==> config.mk <==
export PLATFORM = sky130hd
export DESIGN_NAME = yuv420_quad_to_bgra
export DESIGN_NICKNAME = d
export VERILOG_FILES = /design/src/rtl/yuvq_pkg.sv /design/src/rtl/yuvq_offset.sv /design/src/rtl/yuvq_range.sv /design/src/rtl/yuvq_pack.sv /design/src/rtl/yuv420_quad_to_bgra.sv
export SDC_FILE = /design/constraint.sdc
export NUM_CORES = 2
export LEC_CHECK = 0
export ABC_AREA = 1
export ABC_CLOCK_PERIOD_IN_PS = 8860
export BUFFER_PORTS_ARGS = -buffer_cell sky130_fd_sc_hd__buf_4
export CAP_MARGIN = 15
export CORE_MARGIN = 2
export CORE_UTILIZATION = 42
export DETAILED_ROUTE_END_ITERATION = 10
export GPL_TIMING_DRIVEN = 0
export PLACE_DENSITY_LB_ADDON = 0.1
export SKIP_CTS_REPAIR_TIMING = 1
export SLEW_MARGIN = 20
export SYNTH_ARGS = -nofsm -noshare
export SYNTH_HDL_FRONTEND = slang
export SYNTH_SLANG_ARGS = --single-unit
==> constraint.sdc <==
create_clock -name clk -period 8.86 [get_ports clk]
set_input_delay 0.443 -clock clk [delete_from_list [all_inputs] [get_ports clk]]
set_output_delay 0.443 -clock clk [all_outputs]
set_load 0.01 [all_outputs]
==> src/rtl/yuvq_pkg.sv <==
// Shared types, register codes and constant tables for the YCbCr 4:2:0 quad
// to BGRA converter. No dependencies; every other file in rtl imports it.
`default_nettype none

package yuvq_pkg;

	localparam int CFG_INDEX_W = 4;
	localparam int CFG_DATA_W  = 8;
	localparam int LANES       = 4;
	localparam int CHANNELS    = 3;

	localparam logic [CFG_INDEX_W-1:0] REG_LIMITED_RANGE = CFG_INDEX_W'(0);
	localparam logic [CFG_INDEX_W-1:0] REG_ALPHA_ENABLE  = CFG_INDEX_W'(1);

	// Channel order inside a lane follows the packing, blue lowest.
	localparam int CH_BLUE  = 0;
	localparam int CH_GREEN = 1;
	localparam int CH_RED   = 2;

	// Widest dividend magnitude in the tables fits below 2**DIV_BITS.
	localparam int DIV_BITS = 18;

	typedef struct packed {
		logic limited_range;
		logic alpha_enable;
	} cfg_t;

	typedef logic signed [8:0] chroma_off_t;
	typedef logic [LANES-1:0][7:0] lane_byte_t;
	typedef logic [LANES-1:0][CHANNELS-1:0][7:0] lane_code_t;
	typedef logic [LANES-1:0][31:0] lane_pixel_t;

	typedef logic [255:0][8:0] off_rom_t;
	typedef logic [255:0][7:0] lim_rom_t;

	// Quotient truncated toward zero by restoring long division, for a
	// positive divisor. Only evaluated while the tables are built.
	function automatic int div_trunc(input int num, input int den);
		int   mag;
		int   q;
		int   r;
		logic neg;
		neg = (num < 0);
		mag = neg ? -num : num;
		q   = 0;
		r   = 0;
		for (int b = DIV_BITS - 1; b >= 0; b--) begin
			r = (r << 1) | ((mag >> b) & 1);
			if (r >= den) begin
				r = r - den;
				q = q | (1 << b);
			end
		end
		return neg ? -q : q;
	endfunction

	// Offset tables are indexed by the raw chroma byte; entries truncate
	// toward zero, matching integer division of the scaled offset.
	function automatic off_rom_t build_off_rom(input int num, input int den);
		off_rom_t rom;
		int       c;
		for (int i = 0; i < 256; i++) begin
			c = i - 128;
			rom[i] = 9'(div_trunc(num * c, den));
		end
		return rom;
	endfunction

	function automatic lim_rom_t build_lim_rom();
		lim_rom_t rom;
		for (int i = 0; i < 256; i++) begin
			rom[i] = (i <= 219) ? 8'(div_trunc(i * 255, 219)) : 8'hFF;
		end
		return rom;
	endfunction

	localparam off_rom_t DR_ROM    = build_off_rom(419, 299);
	localparam off_rom_t DG_CR_ROM = build_off_rom(-299, 419);
	localparam off_rom_t DG_CB_ROM = build_off_rom(-114, 331);
	localparam off_rom_t DB_ROM    = build_off_rom(587, 331);
	localparam lim_rom_t LIM_ROM   = build_lim_rom();

endpackage

`default_nettype wire

==> src/rtl/yuvq_offset.sv <==
// First pipeline stage: chroma offset table lookups and input capture.
// Depends on yuvq_pkg for the offset tables and lane types.
`default_nettype none

module yuvq_offset import yuvq_pkg::*; (
	input  wire logic        clk,
	input  wire logic        arst_n,
	input  wire logic        in_valid,
	input  wire logic        advance,
	input  wire logic [7:0]  chroma_blue,
	input  wire logic [7:0]  chroma_red,
	input  wire lane_byte_t  luma,
	input  wire lane_byte_t  alpha,
	output logic             valid_s1,
	output chroma_off_t      dr_s1,
	output chroma_off_t      dg_s1,
	output chroma_off_t      db_s1,
	output lane_byte_t       luma_s1,
	output lane_byte_t       alpha_s1
);

	chroma_off_t dg_cr;
	chroma_off_t dg_cb;

	assign dg_cr = chroma_off_t'(DG_CR_ROM[chroma_red]);
	assign dg_cb = chroma_off_t'(DG_CB_ROM[chroma_blue]);

	always_ff @(posedge clk or negedge arst_n) begin
		if (!arst_n) begin
			valid_s1 <= 1'b0;
		end else if (advance) begin
			valid_s1 <= in_valid;
		end
	end

	always_ff @(posedge clk) begin
		if (advance && in_valid) begin
			dr_s1    <= chroma_off_t'(DR_ROM[chroma_red]);
			dg_s1    <= dg_cr + dg_cb;
			db_s1    <= chroma_off_t'(DB_ROM[chroma_blue]);
			luma_s1  <= luma;
			alpha_s1 <= alpha;
		end
	end

endmodule

`default_nettype wire

==> src/rtl/yuvq_range.sv <==
// Second pipeline stage: adds offsets to luma and clamps each channel.
// In studio range it emits the clamped value less 16, ready for scaling.
// Depends on yuvq_pkg for the configuration struct and lane types.
`default_nettype none

module yuvq_range import yuvq_pkg::*; (
	input  wire logic        clk,
	input  wire logic        arst_n,
	input  wire cfg_t        cfg,
	input  wire logic        valid_s1,
	input  wire logic        advance,
	input  wire chroma_off_t dr_s1,
	input  wire chroma_off_t dg_s1,
	input  wire chroma_off_t db_s1,
	input  wire lane_byte_t  luma_s1,
	input  wire lane_byte_t  alpha_s1,
	output logic             valid_s2,
	output lane_code_t       code_s2,
	output lane_byte_t       alpha_s2
);

	function automatic logic [7:0] chan_code(input logic [7:0] y, input chroma_off_t d,
			input logic limited);
		logic signed [9:0] v;
		logic [7:0]        code;
		v = $signed({2'b00, y}) + $signed({d[8], d});
		if (limited) begin
			if (v < 10'sd16) begin
				code = 8'd0;
			end else if (v > 10'sd235) begin
				code = 8'd219;
			end else begin
				code = 8'(v - 10'sd16);
			end
		end else begin
			if (v < 10'sd0) begin
				code = 8'd0;
			end else if (v > 10'sd255) begin
				code = 8'd255;
			end else begin
				code = v[7:0];
			end
		end
		return code;
	endfunction

	lane_code_t code;

	always_comb begin
		for (int k = 0; k < LANES; k++) begin
			code[k][CH_BLUE]  = chan_code(luma_s1[k], db_s1, cfg.limited_range);
			code[k][CH_GREEN] = chan_code(luma_s1[k], dg_s1, cfg.limited_range);
			code[k][CH_RED]   = chan_code(luma_s1[k], dr_s1, cfg.limited_range);
		end
	end

	always_ff @(posedge clk or negedge arst_n) begin
		if (!arst_n) begin
			valid_s2 <= 1'b0;
		end else if (advance) begin
			valid_s2 <= valid_s1;
		end
	end

	always_ff @(posedge clk) begin
		if (advance && valid_s1) begin
			code_s2  <= code;
			alpha_s2 <= alpha_s1;
		end
	end

endmodule

`default_nettype wire

==> src/rtl/yuvq_pack.sv <==
// Third pipeline stage: studio range expansion, alpha select and BGRA packing.
// Holds the output register. Depends on yuvq_pkg for the expansion table.
`default_nettype none

module yuvq_pack import yuvq_pkg::*; (
	input  wire logic       clk,
	input  wire logic       arst_n,
	input  wire cfg_t       cfg,
	input  wire logic       valid_s2,
	input  wire logic       advance,
	input  wire lane_code_t code_s2,
	input  wire lane_byte_t alpha_s2,
	output logic            valid_s3,
	output lane_pixel_t     pixel_s3
);

	lane_pixel_t pixel;

	always_comb begin
		for (int k = 0; k < LANES; k++) begin
			for (int c = 0; c < CHANNELS; c++) begin
				pixel[k][c*8 +: 8] = cfg.limited_range ? LIM_ROM[code_s2[k][c]]
				                                       : code_s2[k][c];
			end
			pixel[k][31:24] = cfg.alpha_enable ? alpha_s2[k] : 8'hFF;
		end
	end

	always_ff @(posedge clk or negedge arst_n) begin
		if (!arst_n) begin
			valid_s3 <= 1'b0;
		end else if (advance) begin
			valid_s3 <= valid_s2;
		end
	end

	always_ff @(posedge clk) begin
		if (advance && valid_s2) begin
			pixel_s3 <= pixel;
		end
	end

endmodule

`default_nettype wire

==> src/rtl/yuv420_quad_to_bgra.sv <==
// Converts one 2x2 quad of 4:2:0 BT.601-style YCbCr with four alphas into four
// packed BGRA pixels (blue 7:0, green 15:8, red 23:16, alpha 31:24). It accepts
// one quad per cycle while in_ready is high; each quad passes through registered
// stages: stage one looks up the chroma offsets in constant tables, stage two
// adds them to luma and clamps, stage three expands studio range through a
// 256-entry table and packs. A stalled output holds only the full stages between
// it and the first empty one; the others keep filling. Configuration writes are
// always ready and take effect at once, so change them only while the pipeline
// is empty. Depends on yuvq_pkg and the three stage modules.
`default_nettype none

module yuv420_quad_to_bgra import yuvq_pkg::*; (
	input  wire logic                   clk,
	input  wire logic                   arst_n,
	input  wire logic                   cfg_valid,
	output logic                        cfg_ready,
	input  wire logic [CFG_INDEX_W-1:0] cfg_index,
	input  wire logic [CFG_DATA_W-1:0]  cfg_data,
	input  wire logic                   in_valid,
	output logic                        in_ready,
	input  wire logic [7:0]             chroma_blue,
	input  wire logic [7:0]             chroma_red,
	input  wire logic [7:0]             luma_top_left,
	input  wire logic [7:0]             luma_bottom_left,
	input  wire logic [7:0]             luma_top_right,
	input  wire logic [7:0]             luma_bottom_right,
	input  wire logic [7:0]             alpha_top_left,
	input  wire logic [7:0]             alpha_bottom_left,
	input  wire logic [7:0]             alpha_top_right,
	input  wire logic [7:0]             alpha_bottom_right,
	output logic                        out_valid,
	input  wire logic                   out_ready,
	output logic [31:0]                 pixel_top_left,
	output logic [31:0]                 pixel_bottom_left,
	output logic [31:0]                 pixel_top_right,
	output logic [31:0]                 pixel_bottom_right
);

	cfg_t        cfg_q;
	lane_byte_t  luma;
	lane_byte_t  alpha;
	logic        adv1;
	logic        adv2;
	logic        adv3;
	logic        valid_s1;
	logic        valid_s2;
	logic        valid_s3;
	chroma_off_t dr_s1;
	chroma_off_t dg_s1;
	chroma_off_t db_s1;
	lane_byte_t  luma_s1;
	lane_byte_t  alpha_s1;
	lane_code_t  code_s2;
	lane_byte_t  alpha_s2;
	lane_pixel_t pixel_s3;

	assign cfg_ready = 1'b1;

	always_ff @(posedge clk or negedge arst_n) begin
		if (!arst_n) begin
			cfg_q <= '0;
		end else if (cfg_valid && cfg_ready) begin
			unique case (cfg_index)
				REG_LIMITED_RANGE: cfg_q.limited_range <= cfg_data[0];
				REG_ALPHA_ENABLE:  cfg_q.alpha_enable  <= cfg_data[0];
				default: ;
			endcase
		end
	end

	// Lane order: top left, bottom left, top right, bottom right.
	assign luma  = {luma_bottom_right, luma_top_right, luma_bottom_left, luma_top_left};
	assign alpha = {alpha_bottom_right, alpha_top_right, alpha_bottom_left, alpha_top_left};

	// A stage may load when it is empty or its content moves on this cycle.
	assign adv3     = !valid_s3 || out_ready;
	assign adv2     = !valid_s2 || adv3;
	assign adv1     = !valid_s1 || adv2;
	assign in_ready = adv1;

	yuvq_offset u_offset (
		.clk         (clk),
		.arst_n      (arst_n),
		.in_valid    (in_valid),
		.advance     (adv1),
		.chroma_blue (chroma_blue),
		.chroma_red  (chroma_red),
		.luma        (luma),
		.alpha       (alpha),
		.valid_s1    (valid_s1),
		.dr_s1       (dr_s1),
		.dg_s1       (dg_s1),
		.db_s1       (db_s1),
		.luma_s1     (luma_s1),
		.alpha_s1    (alpha_s1)
	);

	yuvq_range u_range (
		.clk      (clk),
		.arst_n   (arst_n),
		.cfg      (cfg_q),
		.valid_s1 (valid_s1),
		.advance  (adv2),
		.dr_s1    (dr_s1),
		.dg_s1    (dg_s1),
		.db_s1    (db_s1),
		.luma_s1  (luma_s1),
		.alpha_s1 (alpha_s1),
		.valid_s2 (valid_s2),
		.code_s2  (code_s2),
		.alpha_s2 (alpha_s2)
	);

	yuvq_pack u_pack (
		.clk      (clk),
		.arst_n   (arst_n),
		.cfg      (cfg_q),
		.valid_s2 (valid_s2),
		.advance  (adv3),
		.code_s2  (code_s2),
		.alpha_s2 (alpha_s2),
		.valid_s3 (valid_s3),
		.pixel_s3 (pixel_s3)
	);

	assign out_valid          = valid_s3;
	assign pixel_top_left     = pixel_s3[0];
	assign pixel_bottom_left  = pixel_s3[1];
	assign pixel_top_right    = pixel_s3[2];
	assign pixel_bottom_right = pixel_s3[3];

`ifndef SYNTH
	// Draining the output with nothing in stage two must leave it empty.
	a_drain_empty: assert property (@(posedge clk) disable iff (!arst_n)
		(out_valid && out_ready && !valid_s2) |=> !out_valid)
		else $error("output stage refilled without a transaction behind it");

	// A stalled output must not drop the quad waiting in stage two.
	a_stall_holds_s2: assert property (@(posedge clk) disable iff (!arst_n)
		(valid_s2 && valid_s3 && !out_ready) |=> valid_s2)
		else $error("stage two lost a quad during an output stall");

	// A stalled stage one must keep its quad when stage two cannot take it.
	a_stall_holds_s1: assert property (@(posedge clk) disable iff (!arst_n)
		(valid_s1 && !adv2) |=> (valid_s1 && $stable(dr_s1) && $stable(luma_s1)))
		else $error("stage one changed during a stall");

	// With alpha disabled every delivered pixel is opaque.
	a_alpha_forced: assert property (@(posedge clk) disable iff (!arst_n)
		(out_valid && !cfg_q.alpha_enable) |->
		(pixel_top_left[31:24] == 8'hFF && pixel_bottom_left[31:24] == 8'hFF &&
		 pixel_top_right[31:24] == 8'hFF && pixel_bottom_right[31:24] == 8'hFF))
		else $error("alpha not forced opaque");
`endif

endmodule

`default_nettype wire

# Yosys cells after proc, flatten, opt, wreduce, memory -nomap -nowiden

Memory sizes are Yosys's and may differ from the RTL's. A register that Yosys moved wholly into a read port is not among the register bits.
Cells that the tools add are included.

Output and inout port bits: 131
Bits in registers: 334
Memories: 16
Memory bits (read-only): 33792

Memories:

| name             | depth | bits a word | rd ports | clocked after memory_dff | wr ports | line              | source |
|---|---|---|---|---|---|---|---|
| (no name shown)  | 256   | 9           | 1        | 0                        | 0        | yuvq_offset.sv:25 | `assign dg_cr = chroma_off_t'(DG_CR_ROM[chroma_red]);` |
| (no name shown)  | 256   | 9           | 1        | 0                        | 0        | yuvq_offset.sv:26 | `assign dg_cb = chroma_off_t'(DG_CB_ROM[chroma_blue]);` |
| (no name shown)  | 256   | 9           | 1        | 1                        | 0        | yuvq_offset.sv:38 | `dr_s1 <= chroma_off_t'(DR_ROM[chroma_red]);` |
| (no name shown)  | 256   | 9           | 1        | 1                        | 0        | yuvq_offset.sv:40 | `db_s1 <= chroma_off_t'(DB_ROM[chroma_blue]);` |
| (no name shown)  | 256   | 8           | 1        | 1                        | 0        | yuvq_pack.sv:22   | `pixel[k][c*8 +: 8] = cfg.limited_range ? LIM_ROM[code_s2[k][c]]` |
| (no name shown)  | 256   | 8           | 1        | 1                        | 0        | yuvq_pack.sv:22   |  |
| 10 more memories | --    | --          | --       | --                       | --       | --                |  |

Magnitude comparators: 62
Equal/unequal tests: 1
Mux-type cells: 98
Reduce and logical (&&, ||, !) cells: 12
Add/subtract/negate cells: 25

Operators by type and width:

| cell                | count |
|---|---|
| $mux 8              | 96 |
| $gt 10x9->1 const B | 24 |
| $lt 8x9->1 const B  | 14 |
| $add 9x9->10        | 12 |
| $lt 10x1->1 const B | 12 |
| $lt 10x6->1 const B | 12 |
| $sub 8x6->8 const B | 12 |
| $mux 9              | 2 |
| $add 9x9->9         | 1 |
| $eq 4x1->1 const B  | 1 |
| $logic_not 4->1     | 1 |
| $reduce_and 2->1    | 2 |
| $logic_and 1x1->1   | 3 |
| $logic_not 1->1     | 3 |
| $logic_or 1x1->1    | 3 |

# Longest topological paths before layout

Depth in word-level cells: 6
Mapped depth: 32
Gate-level depth less buffers: 32

# By module

Synthesis repeated with hierarchy kept, for this count alone.

Cell total of the unflattened synthesis: 7320
Area total of the unflattened synthesis: 44043.5 um^2

Modules (own cells, without submodules):

| module              | area each (um^2) | times used | cells each |
|---|---|---|---|
| yuvq_pack           | 23712.7          | 1          | 4388 |
| yuvq_range          | 12419.4          | 1          | 1749 |
| yuvq_offset         | 7772.5           | 1          | 1162 |
| yuv420_quad_to_bgra | 138.9            | 1          | 21 |

# Least setup slack after synthesis

No wires, ideal clock.

Kind: flip-flop to flip-flop
Start point: register u_pack.valid_s3
End point: register u_pack.pixel_s3[0] in the netlist's numbering (enable)
Setup time: 657 ps
Cell stages (with the launch flop): 2
Arrival time: 6623 ps
Required time: 8203 ps
Clock period less this slack: 7280 ps
Buffers on the path: 0
Setup slack: 1580 ps
Cells stage by stage: dfrtp_1 a21oi_1

Cells in the longest elaborated chain, start to end: 3

RTL lines:

| item                     | line                      | source |
|---|---|---|
| start: declaration       | yuvq_pack.sv:13           | `output logic valid_s3,` |
| start signal: assignment | yuvq_pack.sv:33           | `valid_s3 <= valid_s2;` |
| $logic_not 1->1          | yuv420_quad_to_bgra.sv:76 | `assign adv3 = !valid_s3 \|\| out_ready;` |
| $logic_or 1x1->1         | yuv420_quad_to_bgra.sv:76 |  |
| $logic_and 1x1->1        | yuvq_pack.sv:38           | `if (advance && valid_s2) begin` |
| end signal: assignment   | yuvq_pack.sv:39           | `pixel_s3 <= pixel;` |
| end: declaration         | yuvq_pack.sv:14           | `output lane_pixel_t pixel_s3` |

Every way passes these cells.
A chain may end at the register's enable or synchronous reset.

==> results.toml <==
[cells_and_area]
fin_nets = 8253
seqCellArea_um2 = 12500
multiInputGateArea_um2 = 29700
final_area_um2 = 52700
final_util_pct = 48.3
drive_gt1_share_pct = 9.88
fillers = 11600
area_delta_synth_final_pct = 13.8

[timing]
tightest_slew_ns = 1.23
rsz0062_at_grt = "no"
relSlewSlack_pct = 18.3
fin_crit_ns = 5.09
finClkSkew_ns = 0.0318
fin_crit_sh_pct = 57.5
max_freq_ghz = 0.196
fin_setup_tns_ns = 0
setup_viol = 0
hold_viol = 0
maxSlewViolCount = 0

[min_path]
worstHoldPathType = "primary input to register"
hold_depth = 3

[cts]
clkTransAtPathRegs_ns = 0.07
clockBufferDepth = 3
cts_tree = "done"
clk_latency_ns = 0.69
cts_buffers = 55
cts_sinks = 448
htreeDepth = 2
root_buffer = "clkbuf_16"

[synth]
yosysUniqueCellTypes = 67
yosysMostFrequentCell = "nand2_1"
synth_cells = 7544
synth_seq_cells = 448
synth.top_cell.area_share_pct = 25.0
syn_area_um2 = 46300
synth_common_cells = "3088 x nand2_1, 795 x nand3_1, 672 x inv_1, 462 x nor2_1, 449 x o21ai_0"
synth_nets = 7908
ys.flop_type = "edfxtp_1"
seq_area_frac_synth_pct = 26.9
ys_top_cells_by_area = "nand2_1 25%, edfxtp_1 22%, nand3_1 8.6%"
yosys_warnings = 0
synth_top_area_cell = "nand2_1"
synth_edf_count = 347
syn_area_per_cell_um2 = 6.14
synth-async-reset-ratio_pct = 1.12

[global_routing]
grt_overflow = 0
grt_max_degree = 84
grtUsageTotal_pct = 32.3
grt_pass1_wl_um = 285000
antenna_found_initial = 2
grt_pass1_vias = 48500

[pwr]
max-vdd-ir-drop_mv = 0.200
clkPwrFrac_pct = 14.2
cellLeakagePower_nw = 26.5
internal_power_mw = 8.06
p_seq_share_pct = 18.9
switching_share_pct = 54.2
report.power.total_mw = 17.6
powerDensity_nw_per_um2 = 334
comb_power_share_pct = 66.9
p_switching_mw = 9.52

[floorplanning]
num_io_pins = 228
die_h_um = 336
initial_core_util_pct = 42.4
fp.dieW_um = 336
rows = 121
die-area_um2 = 113000
coreArea_um2 = 109000

[critical_path]
cp-start-kind = "register"
cp_max_fo = 8
arrival_ns = 5.67
r2r_slack_ns = 3.77
cp_common_cell = "nand2_1"
r2r_cells = 28
slowest_stage = "edfxtp_1"
cpPeakStageDelay_ns = 0.92
path_class = "register to register"
setup.worst_path.end_class = "register"
worstPathRequired_ns = 9.43

[status]
status = "finished clean"

[drt]
wl_per_cell_um = 20.0
routed_wl_um = 188000
drtPass1Iterations = 7
drt-initial-drc-count = 6217
viasPerCell = 5.61
vias = 52800
drc = 0
detail-route-antenna-nets = 0

[run]
cap_violations = 0

[place]
hpwl_um = 142000
gp_congestion = 1.01
portBuffers = 213
placed_cell_area_um2 = 50100
[final cells by class]
type | count | area share, %
clock inverter | 38 | 1.03
inverter | 738 | 5.27
timing repair buffer | 288 | 4.77
multi-input combinational | 6093 | 56.3
tap | 1476 | 3.50
sequential | 448 | 23.7
antenna | 1 | 0.00475
clock buffer | 65 | 2.74
buffer | 265 | 2.75
[kinds of logic after synthesis]
family	synth area share (%)
AND/OR/NAND/NOR	42.3
AO/OA/AOI/OAI	13.3
buffers and inverters	9.06
flip-flops	26.9
adder cells (fa/ha/maj)	7.42
XOR/XNOR	0.983
other	0.00809
[metrics by stage]
stage          hold slack [ns]  instances  setup WS [ns]
6_report                0.0428       9412           3.77
5_1_grt                 0.0373       9412           3.36
4_1_cts                 -0.489       9345           3.81
3_5_place_dp             0.252       9242           3.87
3_3_place_gp             0.250       9233          -3.11
2_1_floorplan            0.147       7544           1.58
[power by group through the flow]
stage	Clock [mW]	Combinational (mW)	Sequential, mW
after floorplan	0	8.03	3.36
after global placement	0	11.4	3.44
after detailed placement	0	11.4	3.36
after CTS	2.54	11.5	3.33
after global routing	2.62	13.1	3.38
final	2.49	11.8	3.33
[layout by cell type, fill, tap and decap left out, types with 10 or more instances in the layout]
| cell type | netlist | final |
|---|---|---|
| edfxtp_1 | 347 | 347 |
| xor2_1 | 35 | 35 |
| inv_1 | 672 | 671 |
| clkbuf_2 | 0 | 10 |
| dfxtp_1 | 96 | 96 |
| fa_1 | 13 | 13 |
| dlygate4sd3_1 | 0 | 65 |
| nand3b_1 | 26 | 26 |
| a21oi_1 | 327 | 326 |
| buf_2 | 99 | 99 |
| nand2_1 | 3088 | 3088 |
| o211ai_1 | 47 | 47 |
| o22ai_1 | 25 | 25 |
| clkbuf_1 | 91 | 88 |
| o21ai_1 | 82 | 82 |
| nor2_2 | 36 | 36 |
| nand3_2 | 19 | 19 |
| nor2_1 | 462 | 462 |
| nor3_1 | 29 | 29 |
| o21ai_0 | 449 | 449 |
| ha_1 | 254 | 254 |
| or2_2 | 37 | 37 |
| clkinv_1 | 5 | 11 |
| nand3_1 | 795 | 795 |
| nor2_4 | 16 | 16 |
| o221ai_1 | 11 | 11 |
| nand4_1 | 86 | 86 |
| buf_4 | 50 | 263 |
| xnor2_1 | 17 | 17 |
| a221oi_1 | 17 | 17 |
| nand2_2 | 69 | 69 |
| a31oi_1 | 25 | 25 |
| inv_2 | 60 | 60 |
| bufinv_16 | 0 | 10 |
| o21ai_2 | 30 | 30 |
| clkbuf_16 | 0 | 55 |
| buf_6 | 16 | 16 |
[worst max-delay path, delay by kind of cell (launching register included)]
| kind | cells | cell delay [ns] |
|---|---|---|
| and+or+nand+nor | 22 | 2.11 |
| adders and majority gates | 3 | 1.12 |
| DFF | 1 | 0.92 |
| xor gates and xnor gates | 1 | 0.41 |
| AOI/OAI and AO/OA | 1 | 0.24 |
| buffers and inverters | 1 | 0.14 |
[path summary, 6_finish.rpt]
kind	from	endpoint
max	u_offset.db_s1[1]$_DFFE_PP_	register
max reg2reg	u_offset.db_s1[1]$_DFFE_PP_	register
min	cfg_data[0]	cfg_q[0]$_DFFE_PN0P_
max in group asynchronous	arst_n	u_range.valid_s2$_DFFE_PN0P_
min in group asynchronous	arst_n	cfg_q[1]$_DFFE_PN0P_
min reg2reg	u_offset.alpha_s1[26]$_DFFE_PP_	u_range.alpha_s2[26]$_DFFE_PP_
[per-layer routing]
metal	up-vias	track usage [%]	wire length [um]
li1	25400	-	-
met1	24500	44.9	83200
met5	-	0	20
met2	2445	50.5	82700
met4	2	13.1	8130
met3	417	4.20	14500
No activity file was read; power rests on OpenSTA's default activity.
